==> config.mk <==
export PLATFORM = sky130hd
export DESIGN_NAME = radix_half_weight_split_core
export DESIGN_NICKNAME = d
export VERILOG_FILES = /design/src/design/rhws_pkg.sv /design/src/design/rhws_ram.sv /design/src/design/rhws_divider.sv /design/src/design/rhws_mac.sv /design/src/design/radix_half_weight_split_core.sv
export VERILOG_INCLUDE_DIRS = /design/src /design/src/design
export SDC_FILE = /design/constraint.sdc
export NUM_CORES = 2
export LEC_CHECK = 0
export ABC_AREA = 1
export BUFFER_PORTS_ARGS = -buffer_cell sky130_fd_sc_hd__buf_4
export CORE_MARGIN = 2
export CORE_UTILIZATION = 45
export CTS_BUF_LIST = sky130_fd_sc_hd__clkbuf_8
export DETAILED_ROUTE_END_ITERATION = 8
export PLACE_DENSITY = 0.61
export SLEW_MARGIN = 20
export SYNTH_ARGS = -nofsm -noshare
export SYNTH_HDL_FRONTEND = slang
export SYNTH_HIERARCHICAL = 1
export SYNTH_SLANG_ARGS = --single-unit
==> constraint.sdc <==
create_clock -name clock -period 12.8 [get_ports clock]
set_input_delay 1.92 -clock clock [delete_from_list [all_inputs] [get_ports clock]]
set_output_delay 1.92 -clock clock [all_outputs]
set_load 0.1 [all_outputs]
==> src/design/radix_half_weight_split_core_macros.svh <==
// assertion macros for the radix half weight split core
// used by the top level only, no other dependencies
`ifndef RADIX_HALF_WEIGHT_SPLIT_CORE_MACROS_SVH
`define RADIX_HALF_WEIGHT_SPLIT_CORE_MACROS_SVH

// same-cycle implication under synchronous reset
`define RHWS_ASSERT_IMPLY(label, clk, rst, ante, cons) \
   label: assert property (@(posedge clk) disable iff (rst) (ante) |-> (cons)) \
      else $error("rhws assertion failed");

// next-cycle implication under synchronous reset
`define RHWS_ASSERT_NEXT(label, clk, rst, ante, cons) \
   label: assert property (@(posedge clk) disable iff (rst) (ante) |=> (cons)) \
      else $error("rhws assertion failed");

`endif

==> src/design/rhws_pkg.sv <==
// shared constants and types for the radix half weight split core
// no dependencies
package rhws_pkg;

   localparam int FIELD_WIDTH   = 64;
   localparam int VALUE_WIDTH   = 64;
   localparam int MAX_DIGITS    = 64;
   localparam int DIGIT_WIDTH   = 8;
   localparam int COUNT_WIDTH   = $clog2(MAX_DIGITS + 1);
   localparam int ADDR_WIDTH    = $clog2(MAX_DIGITS);
   localparam int DIV_CNT_WIDTH = $clog2(VALUE_WIDTH);
   localparam int MAC_CNT_WIDTH = $clog2(DIGIT_WIDTH);

   localparam logic [DIGIT_WIDTH-1:0] RADIX_RESET = 8'd2;
   localparam logic [DIGIT_WIDTH-1:0] RADIX_MIN   = 8'd2;

   typedef enum logic [2:0] {
      ST_IDLE,
      ST_DIV_CHECK,
      ST_DIV_WAIT,
      ST_SUM_SETUP,
      ST_SUM_READ,
      ST_SUM_START,
      ST_SUM_WAIT,
      ST_DONE
   } state_type;

   typedef struct packed {
      logic req_ready;
      logic div_start;
      logic ram_we;
      logic ram_re;
      logic mac_start;
      logic rsp_load;
   } ctrl_type;

endpackage

==> src/design/rhws_ram.sv <==
// generic single write, single read ram with registered read data
// no dependencies
module rhws_ram #(
   parameter int WIDTH = 8,
   parameter int DEPTH = 64
) (
   input  logic                     clock,
   input  logic                     we,
   input  logic [$clog2(DEPTH)-1:0] waddr,
   input  logic [WIDTH-1:0]         wdata,
   input  logic                     re,
   input  logic [$clog2(DEPTH)-1:0] raddr,
   output logic [WIDTH-1:0]         rdata
);

   logic [WIDTH-1:0] mem_ff [DEPTH];
   logic [WIDTH-1:0] rdata_ff;

   always_ff @(posedge clock) begin
      if (we) begin
         mem_ff[waddr] <= wdata;
      end
      if (re) begin
         rdata_ff <= mem_ff[raddr];
      end
   end

   assign rdata = rdata_ff;

endmodule

==> src/design/rhws_divider.sv <==
// bit-serial restoring divider, one quotient bit per cycle
// depends on rhws_pkg
module rhws_divider (
   input  logic                              clock,
   input  logic                              reset,
   input  logic                              start,
   input  logic [rhws_pkg::VALUE_WIDTH-1:0]  dividend,
   input  logic [rhws_pkg::DIGIT_WIDTH-1:0]  divisor,
   output logic                              done,
   output logic [rhws_pkg::VALUE_WIDTH-1:0]  quotient,
   output logic [rhws_pkg::DIGIT_WIDTH-1:0]  remainder
);
   import rhws_pkg::*;

   logic [VALUE_WIDTH-1:0]   q_ff, q_in;
   logic [DIGIT_WIDTH-1:0]   r_ff, r_in;
   logic [DIGIT_WIDTH-1:0]   d_ff, d_in;
   logic [DIV_CNT_WIDTH-1:0] cnt_ff, cnt_in;
   logic                     busy_ff, busy_in;
   logic                     done_ff, done_in;
   logic [DIGIT_WIDTH:0]     trial;
   logic [DIGIT_WIDTH:0]     diff;
   logic                     fits;

   always_comb begin
      trial = {r_ff, q_ff[VALUE_WIDTH-1]};
      diff  = trial - {1'b0, d_ff};
      fits  = (trial >= {1'b0, d_ff});
   end

   always_comb begin
      q_in    = q_ff;
      r_in    = r_ff;
      d_in    = d_ff;
      cnt_in  = cnt_ff;
      busy_in = busy_ff;
      done_in = 1'b0;
      if (start) begin
         q_in    = dividend;
         r_in    = '0;
         d_in    = divisor;
         cnt_in  = '0;
         busy_in = 1'b1;
      end else if (busy_ff) begin
         r_in   = fits ? diff[DIGIT_WIDTH-1:0] : trial[DIGIT_WIDTH-1:0];
         q_in   = {q_ff[VALUE_WIDTH-2:0], fits};
         cnt_in = cnt_ff + 1'b1;
         if (cnt_ff == DIV_CNT_WIDTH'(VALUE_WIDTH - 1)) begin
            busy_in = 1'b0;
            done_in = 1'b1;
         end
      end
   end

   always_ff @(posedge clock) begin
      if (reset) begin
         busy_ff <= 1'b0;
         done_ff <= 1'b0;
      end else begin
         busy_ff <= busy_in;
         done_ff <= done_in;
      end
   end

   always_ff @(posedge clock) begin
      q_ff   <= q_in;
      r_ff   <= r_in;
      d_ff   <= d_in;
      cnt_ff <= cnt_in;
   end

   assign done      = done_ff;
   assign quotient  = q_ff;
   assign remainder = r_ff;

endmodule

==> src/design/rhws_mac.sv <==
// bit-serial shift-add unit: power times digit and power times base together
// depends on rhws_pkg
module rhws_mac (
   input  logic                              clock,
   input  logic                              reset,
   input  logic                              start,
   input  logic [rhws_pkg::VALUE_WIDTH-1:0]  power,
   input  logic [rhws_pkg::DIGIT_WIDTH-1:0]  digit,
   input  logic [rhws_pkg::DIGIT_WIDTH-1:0]  base,
   output logic                              done,
   output logic [rhws_pkg::VALUE_WIDTH-1:0]  term,
   output logic [rhws_pkg::VALUE_WIDTH-1:0]  power_next
);
   import rhws_pkg::*;

   logic [VALUE_WIDTH-1:0]   pw_ff, pw_in;
   logic [DIGIT_WIDTH-1:0]   dg_ff, dg_in;
   logic [DIGIT_WIDTH-1:0]   bs_ff, bs_in;
   logic [VALUE_WIDTH-1:0]   term_ff, term_in;
   logic [VALUE_WIDTH-1:0]   pnext_ff, pnext_in;
   logic [MAC_CNT_WIDTH-1:0] cnt_ff, cnt_in;
   logic                     busy_ff, busy_in;
   logic                     done_ff, done_in;

   always_comb begin
      pw_in    = pw_ff;
      dg_in    = dg_ff;
      bs_in    = bs_ff;
      term_in  = term_ff;
      pnext_in = pnext_ff;
      cnt_in   = cnt_ff;
      busy_in  = busy_ff;
      done_in  = 1'b0;
      if (start) begin
         pw_in    = power;
         dg_in    = digit;
         bs_in    = base;
         term_in  = '0;
         pnext_in = '0;
         cnt_in   = '0;
         busy_in  = 1'b1;
      end else if (busy_ff) begin
         if (dg_ff[0]) begin
            term_in = term_ff + pw_ff;
         end
         if (bs_ff[0]) begin
            pnext_in = pnext_ff + pw_ff;
         end
         pw_in  = {pw_ff[VALUE_WIDTH-2:0], 1'b0};
         dg_in  = {1'b0, dg_ff[DIGIT_WIDTH-1:1]};
         bs_in  = {1'b0, bs_ff[DIGIT_WIDTH-1:1]};
         cnt_in = cnt_ff + 1'b1;
         if (cnt_ff == MAC_CNT_WIDTH'(DIGIT_WIDTH - 1)) begin
            busy_in = 1'b0;
            done_in = 1'b1;
         end
      end
   end

   always_ff @(posedge clock) begin
      if (reset) begin
         busy_ff <= 1'b0;
         done_ff <= 1'b0;
      end else begin
         busy_ff <= busy_in;
         done_ff <= done_in;
      end
   end

   always_ff @(posedge clock) begin
      pw_ff    <= pw_in;
      dg_ff    <= dg_in;
      bs_ff    <= bs_in;
      term_ff  <= term_in;
      pnext_ff <= pnext_in;
      cnt_ff   <= cnt_in;
   end

   assign done       = done_ff;
   assign term       = term_ff;
   assign power_next = pnext_ff;

endmodule

==> src/design/radix_half_weight_split_core.sv <==
// top level of the radix half weight split core
// depends on rhws_pkg, rhws_ram, rhws_divider, rhws_mac and the macros header
//
// usage:
//   csr_valid/csr_ready/csr_radix write the base (reset value 2, values below
//   two act as two); csr_ready is always high, write only while idle.
//   req_valid/req_ready/req_value take one item; req_ready is high only while
//   no item is in work. rsp_valid/rsp_ready/rsp_low_part return one item per
//   input item, from an output register, so the next item is taken while a
//   result still waits.
// passes:
//   digit pass: one divider run per digit of the value, with the bit-serial
//   divider giving one quotient bit per cycle over the value width.
//   sum pass: per digit up to the stopping digit, a registered digit ram read
//   and then a run of the bit-serial shift-add unit.
//   rsp_valid rises once the sum pass ends at the stopping digit (both passes
//   are skipped for a zero value); a new item is taken only back in idle.
// reset: synchronous, active high; clears control state and the radix register.
//   the digit ram is not cleared, only digits of the current item are read.
// stall: a result held by rsp_ready low keeps its value; a finished item then
//   waits in its last state until the output register is free.
`include "radix_half_weight_split_core_macros.svh"

module radix_half_weight_split_core (
   input  logic                              clock,
   input  logic                              reset,
   input  logic                              req_valid,
   output logic                              req_ready,
   input  logic [rhws_pkg::FIELD_WIDTH-1:0]  req_value,
   output logic                              rsp_valid,
   input  logic                              rsp_ready,
   output logic [rhws_pkg::FIELD_WIDTH-1:0]  rsp_low_part,
   input  logic                              csr_valid,
   output logic                              csr_ready,
   input  logic [rhws_pkg::DIGIT_WIDTH-1:0]  csr_radix
);
   import rhws_pkg::*;

   state_type              state_ff, state_in;
   ctrl_type               ctrl;
   logic [DIGIT_WIDTH-1:0] radix_ff, radix_in;
   logic [DIGIT_WIDTH-1:0] base_ff, base_in;
   logic [VALUE_WIDTH-1:0] quot_ff, quot_in;
   logic [COUNT_WIDTH-1:0] count_ff, count_in;
   logic [COUNT_WIDTH-1:0] weight_ff, weight_in;
   logic [COUNT_WIDTH-1:0] target_ff, target_in;
   logic [COUNT_WIDTH-1:0] seen_ff, seen_in;
   logic [COUNT_WIDTH-1:0] idx_ff, idx_in;
   logic [VALUE_WIDTH-1:0] power_ff, power_in;
   logic [VALUE_WIDTH-1:0] sum_ff, sum_in;
   logic                   rsp_valid_ff, rsp_valid_in;
   logic [FIELD_WIDTH-1:0] rsp_data_ff, rsp_data_in;

   logic                   div_done;
   logic [VALUE_WIDTH-1:0] div_quot;
   logic [DIGIT_WIDTH-1:0] div_rem;
   logic [DIGIT_WIDTH-1:0] ram_rdata;
   logic                   mac_done;
   logic [VALUE_WIDTH-1:0] mac_term;
   logic [VALUE_WIDTH-1:0] mac_power;

   logic                   digits_done;
   logic                   rsp_free;
   logic [COUNT_WIDTH-1:0] seen_next;
   logic                   stop;

   rhws_divider u_divider (
      .clock     (clock),
      .reset     (reset),
      .start     (ctrl.div_start),
      .dividend  (quot_ff),
      .divisor   (base_ff),
      .done      (div_done),
      .quotient  (div_quot),
      .remainder (div_rem)
   );

   rhws_ram #(
      .WIDTH (DIGIT_WIDTH),
      .DEPTH (MAX_DIGITS)
   ) u_digit_store (
      .clock (clock),
      .we    (ctrl.ram_we),
      .waddr (count_ff[ADDR_WIDTH-1:0]),
      .wdata (div_rem),
      .re    (ctrl.ram_re),
      .raddr (idx_ff[ADDR_WIDTH-1:0]),
      .rdata (ram_rdata)
   );

   rhws_mac u_mac (
      .clock      (clock),
      .reset      (reset),
      .start      (ctrl.mac_start),
      .power      (power_ff),
      .digit      (ram_rdata),
      .base       (base_ff),
      .done       (mac_done),
      .term       (mac_term),
      .power_next (mac_power)
   );

   always_comb begin
      digits_done = (quot_ff == '0) || (count_ff == COUNT_WIDTH'(MAX_DIGITS));
      rsp_free    = !rsp_valid_ff || rsp_ready;
      seen_next   = seen_ff + COUNT_WIDTH'(ram_rdata != '0);
      stop        = (seen_next >= target_ff) || ((idx_ff + 1'b1) == count_ff);
   end

   // next state
   always_comb begin
      state_in = state_ff;
      case (state_ff)
         ST_IDLE: begin
            if (req_valid) begin
               state_in = ST_DIV_CHECK;
            end
         end
         ST_DIV_CHECK: begin
            state_in = digits_done ? ST_SUM_SETUP : ST_DIV_WAIT;
         end
         ST_DIV_WAIT: begin
            if (div_done) begin
               state_in = ST_DIV_CHECK;
            end
         end
         ST_SUM_SETUP: begin
            state_in = (count_ff == '0) ? ST_DONE : ST_SUM_READ;
         end
         ST_SUM_READ: begin
            state_in = ST_SUM_START;
         end
         ST_SUM_START: begin
            state_in = ST_SUM_WAIT;
         end
         ST_SUM_WAIT: begin
            if (mac_done) begin
               state_in = stop ? ST_DONE : ST_SUM_READ;
            end
         end
         ST_DONE: begin
            if (rsp_free) begin
               state_in = ST_IDLE;
            end
         end
         default: begin
            state_in = ST_IDLE;
         end
      endcase
   end

   // control strobes
   always_comb begin
      ctrl           = '0;
      ctrl.req_ready = (state_ff == ST_IDLE);
      ctrl.div_start = (state_ff == ST_DIV_CHECK) && !digits_done;
      ctrl.ram_we    = (state_ff == ST_DIV_WAIT) && div_done;
      ctrl.ram_re    = (state_ff == ST_SUM_READ);
      ctrl.mac_start = (state_ff == ST_SUM_START);
      ctrl.rsp_load  = (state_ff == ST_DONE) && rsp_free;
   end

   always_comb begin
      radix_in     = radix_ff;
      base_in      = base_ff;
      quot_in      = quot_ff;
      count_in     = count_ff;
      weight_in    = weight_ff;
      target_in    = target_ff;
      seen_in      = seen_ff;
      idx_in       = idx_ff;
      power_in     = power_ff;
      sum_in       = sum_ff;
      rsp_valid_in = rsp_valid_ff;
      rsp_data_in  = rsp_data_ff;

      if (csr_valid) begin
         radix_in = csr_radix;
      end
      if (ctrl.req_ready && req_valid) begin
         quot_in   = req_value[VALUE_WIDTH-1:0];
         count_in  = '0;
         weight_in = '0;
         base_in   = (radix_ff < RADIX_MIN) ? RADIX_MIN : radix_ff;
      end
      if (ctrl.ram_we) begin
         quot_in   = div_quot;
         count_in  = count_ff + 1'b1;
         weight_in = weight_ff + COUNT_WIDTH'(div_rem != '0);
      end
      if (state_ff == ST_SUM_SETUP) begin
         idx_in    = '0;
         seen_in   = '0;
         power_in  = VALUE_WIDTH'(1);
         sum_in    = '0;
         target_in = weight_ff >> 1;
      end
      if ((state_ff == ST_SUM_WAIT) && mac_done) begin
         seen_in  = seen_next;
         sum_in   = sum_ff + mac_term;
         power_in = mac_power;
         idx_in   = idx_ff + 1'b1;
      end
      if (ctrl.rsp_load) begin
         rsp_valid_in = 1'b1;
         rsp_data_in  = FIELD_WIDTH'(sum_ff);
      end else if (rsp_ready) begin
         rsp_valid_in = 1'b0;
      end
   end

   always_ff @(posedge clock) begin
      if (reset) begin
         state_ff     <= ST_IDLE;
         radix_ff     <= RADIX_RESET;
         rsp_valid_ff <= 1'b0;
      end else begin
         state_ff     <= state_in;
         radix_ff     <= radix_in;
         rsp_valid_ff <= rsp_valid_in;
      end
   end

   always_ff @(posedge clock) begin
      base_ff     <= base_in;
      quot_ff     <= quot_in;
      count_ff    <= count_in;
      weight_ff   <= weight_in;
      target_ff   <= target_in;
      seen_ff     <= seen_in;
      idx_ff      <= idx_in;
      power_ff    <= power_in;
      sum_ff      <= sum_in;
      rsp_data_ff <= rsp_data_in;
   end

   assign req_ready    = ctrl.req_ready;
   assign rsp_valid    = rsp_valid_ff;
   assign rsp_low_part = rsp_data_ff;
   assign csr_ready    = 1'b1;

   `RHWS_ASSERT_IMPLY(a_ram_in_range, clock, reset, ctrl.ram_we, count_ff < COUNT_WIDTH'(MAX_DIGITS))
   `RHWS_ASSERT_IMPLY(a_div_done_in_wait, clock, reset, div_done, state_ff == ST_DIV_WAIT)
   `RHWS_ASSERT_IMPLY(a_sum_read_bound, clock, reset, ctrl.ram_re, idx_ff < count_ff)
   `RHWS_ASSERT_NEXT(a_load_sets_valid, clock, reset, ctrl.rsp_load, rsp_valid_ff && (state_ff == ST_IDLE))

endmodule
==> results.md <==
Layout:
- The share of layout cells above drive strength 1 is ~8.0%.
- The layout has between 10000 and 15000 filler cells.
- After the last flow step, the layout net total stands at ~8300.
- The growth of design area from synthesis to finish is 9.91%.
- The design area is between 60000 and 70000 sq um.

Clocking:
- The H-tree depth is 4.
- The total setup buffers inserted after CTS is 0.
- Clock tree synthesis inserted a total of ~190 buffers.
- The total clock sinks is 1131.
- The clock latency on the worst-skew pair is 910 ps.
- The tree is rooted in a sky130_fd_sc_hd__clkbuf_8.
- The clock passes through at most 3 buffers.
- The post-cts repair resize count is 0.
- TritonCTS built the clock tree.
- The number of hold-repair buffers added at the cts stage is 0.
- Clock-pin slew was measured on the worst setup and hold paths at ~60 ps.

Logic synthesis:
- Counting distinct cell types in the post-synthesis netlist gives between 50 and 60.
- The area of the mapped netlist is 62700 sq um.
- Averaged over all synthesized cells, the footprint is approximately 8 sq um.
- The commonest cells after synthesis are 2857 x sky130_fd_sc_hd__nand2_1, 1045 x sky130_fd_sc_hd__inv_1, 970 x sky130_fd_sc_hd__edfxtp_1.
- The leading register cell type out of synthesis is sky130_fd_sc_hd__edfxtp_1.
- The share of the Yosys chip area taken by registers is around half.
- After technology mapping, the gate count stands at between 7000 and 8000.
- The fraction of synthesized cell area taken by the top area cell type is 46.5%.
- Yosys printed 6 warnings.
- The leading area contributor after synthesis is sky130_fd_sc_hd__edfxtp_1.
- Counting flops with a built-in enable in the synthesized netlist gives between 900 and 1000.
- Of all flip-flops after synthesis, the portion carrying an async set or reset was 0%.
- The number of storage elements in the synthesis netlist is about 1100.
- The number of nets handed over by synthesis was slightly above 8000.
- By instance count, the leading cell after synthesis is sky130_fd_sc_hd__nand2_1.
- By area the synthesized netlist is led by sky130_fd_sc_hd__edfxtp_1 46%, sky130_fd_sc_hd__nand2_1 17%, sky130_fd_sc_hd__inv_1 6.3%, sky130_fd_sc_hd__nand3_1 5.2%, sky130_fd_sc_hd__dfxtp_1 5.1%.

Routing:
- In the final routed layout, each cell accounts on average for roughly 18 microns.
- The pre-antenna-repair detailed-routing pass consisted of 6 iterations.
- The post-detailed-routing wire length is 180000 microns.
- The number of vias per cell after detailed routing is 5.11.
- The antenna violation net count after detailed routing is 0.
- The total vias in the final route is 50700.
- The number of remaining DRC errors is 0.
- The iteration-0 DRC count of the detailed router is around 4500.

Placement:
- The number of buffers inserted by port buffering is ~140.
- The routability-driven placement congestion ratio is 0.957.
- The placed instances occupy a cell area of roughly 65000 sq um.
- Detailed placement ended at an HPWL of ~130000 microns.

Power and ir drop:
- VDD sags by at most between 0.1 and 0.15 mV.
- For this design the static power due to leakage is ~32 nW.
- For this design the ratio of total power to cell area is ~180 nW/um^2.

Status:
- The run finished with clean final reports.

Global routing:
- The first global-routing pass estimated approximately 270000 microns of wire.
- Global routing consumed, over all layers together, ~25% of the routing resources.
- Summed over all layers, the global routing overflow is 0.
- The maximum number of pins on one net before global-route repair is between 150 and 200.
- The number of global-route vias before repair was ~47000.
- The initial antenna violation count is 1.

Worst setup path:
- In this run the register-to-register setup slack is between 8000 and 9000 ps.
- The worst setup path is of the flop to flop kind.
- Of all nets on the critical path, the largest fanout is between 70 and 80.
- The worst endpoint required time is 13290 ps.
- STA classifies the critical path startpoint as a flop.
- The element type at the critical path end is a flop.
- Data on the critical path arrives at its endpoint at between 4000 and 5000 ps.

Floorplan:
- In this run the vertical extent of the chip is approximately 380 microns.
- The number of top-level pins is around 140.
- The initial standard-cell utilization of the core is 45.5%.
- The die covers 142000 sq um.
- The initialized floorplan defines ~140 standard-cell rows.
- The horizontal extent of the die is between 300 and 400 microns.
- The floorplan step defined a core boundary enclosing roughly 140000 sq um.

STA:
- The slew at the pin with the worst max-slew slack is between 1000 and 1500 ps.
- Headroom to the max-slew limit came out at 25.0%.
- The final hold violation count came to 0.
- Setup repair after global routing left no endpoint under its margin.
- The clock skew after layout is about 58 ps.
- The setup TNS after final layout is 0 ps.
- The worst path uses a little over a third of the clock period.
- Setup violations remaining at the end of the flow were counted as 0.
- The final count of pins violating max slew is 0.
- The maximum clock frequency is approximately 220 MHz.
- Counting I/O delays and the setup requirement, the final critical path takes 4480 ps.

Worst hold path:
- The min-delay analysis places its worst path in the category flop to flop.

Run:
- The max capacitance violation total is 0.
## area by class of cell
type                       instances  area [sq um]  area share [%]
timing repair buffer             186          1430            2.08
multi-input combinational       5381         25000            36.3
antenna                            1          2.50         0.00363
sequential                      1131         32400            47.0
inverter                        1082          4080            5.92
tap                             1794          2240            3.26
clock inverter                   149           962            1.40
clock buffer                     202          2780            4.04
## final timing paths
check	startpoint	to	depth (start not counted)
max	state_ff[2]$_SDFFE_PP0P_	u_digit_store/mem_ff[6][7]$_DFFE_PP_	6
min	u_mac/cnt_ff[1]$_SDFFE_PP0P_	u_mac/cnt_ff[1]$_SDFFE_PP0P_	2
max reg2reg	state_ff[2]$_SDFFE_PP0P_	u_digit_store/mem_ff[6][7]$_DFFE_PP_	6
min reg2reg	u_mac/cnt_ff[1]$_SDFFE_PP0P_	u_mac/cnt_ff[1]$_SDFFE_PP0P_	2
## state kept, by name, summed over array words and instances, names as in the netlist, 64 cells and up
register,flops
power_ff,64
quot_ff,64
rsp_low_part,64
sum_ff,64
u_digit_store/mem_ff,512
u_divider/quotient,64
u_mac/power_next,64
u_mac/pw_ff,64
u_mac/term,64
## stage by stage
step | instances | setup WS, ps | util, % | power, mW | hold slack (ps)
3_5_place_dp | 9574 | 8240 | 47.3 | 9.47 | 441
5_1_grt | 9926 | 7980 | 50.0 | 13.5 | 453
2_1_floorplan | 7817 | 1550 | - | 8.09 | 423
6_report | 9926 | 8320 | 50.0 | 12.7 | 452
4_1_cts | 9925 | 8240 | 50.0 | 12.7 | 443
3_3_place_gp | 9574 | 8210 | 47.3 | 9.43 | 435
## report_power, final
group | switching [mW] | leakage, nW | total [mW] | internal, mW
sequential | 0.393 | 10.4 | 5.01 | 4.61
combinational | 3.09 | 19.2 | 4.45 | 1.35
clock | 1.56 | 2.19 | 3.20 | 1.65
total | 5.05 | 31.8 | 12.7 | 7.61
## placed cells by master, fill, tap and decap left out, types with 12 or more instances in the layout
master and count:
sky130_fd_sc_hd__nor2_1 808, sky130_fd_sc_hd__nand3b_1 12, sky130_fd_sc_hd__inv_1 1111, sky130_fd_sc_hd__nand3_1 652, sky130_fd_sc_hd__nand3_2 23, sky130_fd_sc_hd__edfxtp_1 970
sky130_fd_sc_hd__clkinv_2 32, sky130_fd_sc_hd__ha_1 213, sky130_fd_sc_hd__o21bai_1 12, sky130_fd_sc_hd__nand4_1 41, sky130_fd_sc_hd__nand2_2 69, sky130_fd_sc_hd__buf_4 183
sky130_fd_sc_hd__dfxtp_1 153, sky130_fd_sc_hd__a21oi_1 258, sky130_fd_sc_hd__xnor2_1 17, sky130_fd_sc_hd__o21ai_0 162, sky130_fd_sc_hd__o21ai_1 17, sky130_fd_sc_hd__clkbuf_8 202
sky130_fd_sc_hd__nor3_1 39, sky130_fd_sc_hd__nor3_2 14, sky130_fd_sc_hd__xor2_1 58, sky130_fd_sc_hd__nand2_1 2857, sky130_fd_sc_hd__nor4_1 15, sky130_fd_sc_hd__nor2_2 38
sky130_fd_sc_hd__inv_2 28, sky130_fd_sc_hd__clkinv_1 35
## critical path: stages (launching register included)
cell,delay [ps]
sky130_fd_sc_hd__dfxtp_1,390
sky130_fd_sc_hd__nor2_1,280
sky130_fd_sc_hd__nand3_4,710
sky130_fd_sc_hd__inv_2,180
sky130_fd_sc_hd__buf_4,670
sky130_fd_sc_hd__nand4_1,850
sky130_fd_sc_hd__nor2_1,930
## routing by layer
| layer | part of all wire [%] | track usage (%) |
|---|---|---|
| met3 | 6.7 | 4.01 |
| met4 | 3.1 | 8.31 |
| met5 | 0 | 0 |
| met2 | 48 | 41.7 |
| met1 | 43 | 33.1 |
## cell families (layout without fill, tap and decap cells)
kind of cell               count (synthesis)  count (layout)  share of synthesized area [%]
and+or+nand+nor                         4607            4607                           30.4
xor gates and xnor gates                  75              75                           1.05
buffers and inverters                   1305            1619                           8.55
DFF                                     1131            1131                           51.6
adders and majority gates                217             217                           4.38
AOI/OAI and AO/OA                        481             481                           4.01
other                                      1               2                        0.00598
Power figures use the tool's default switching activity.
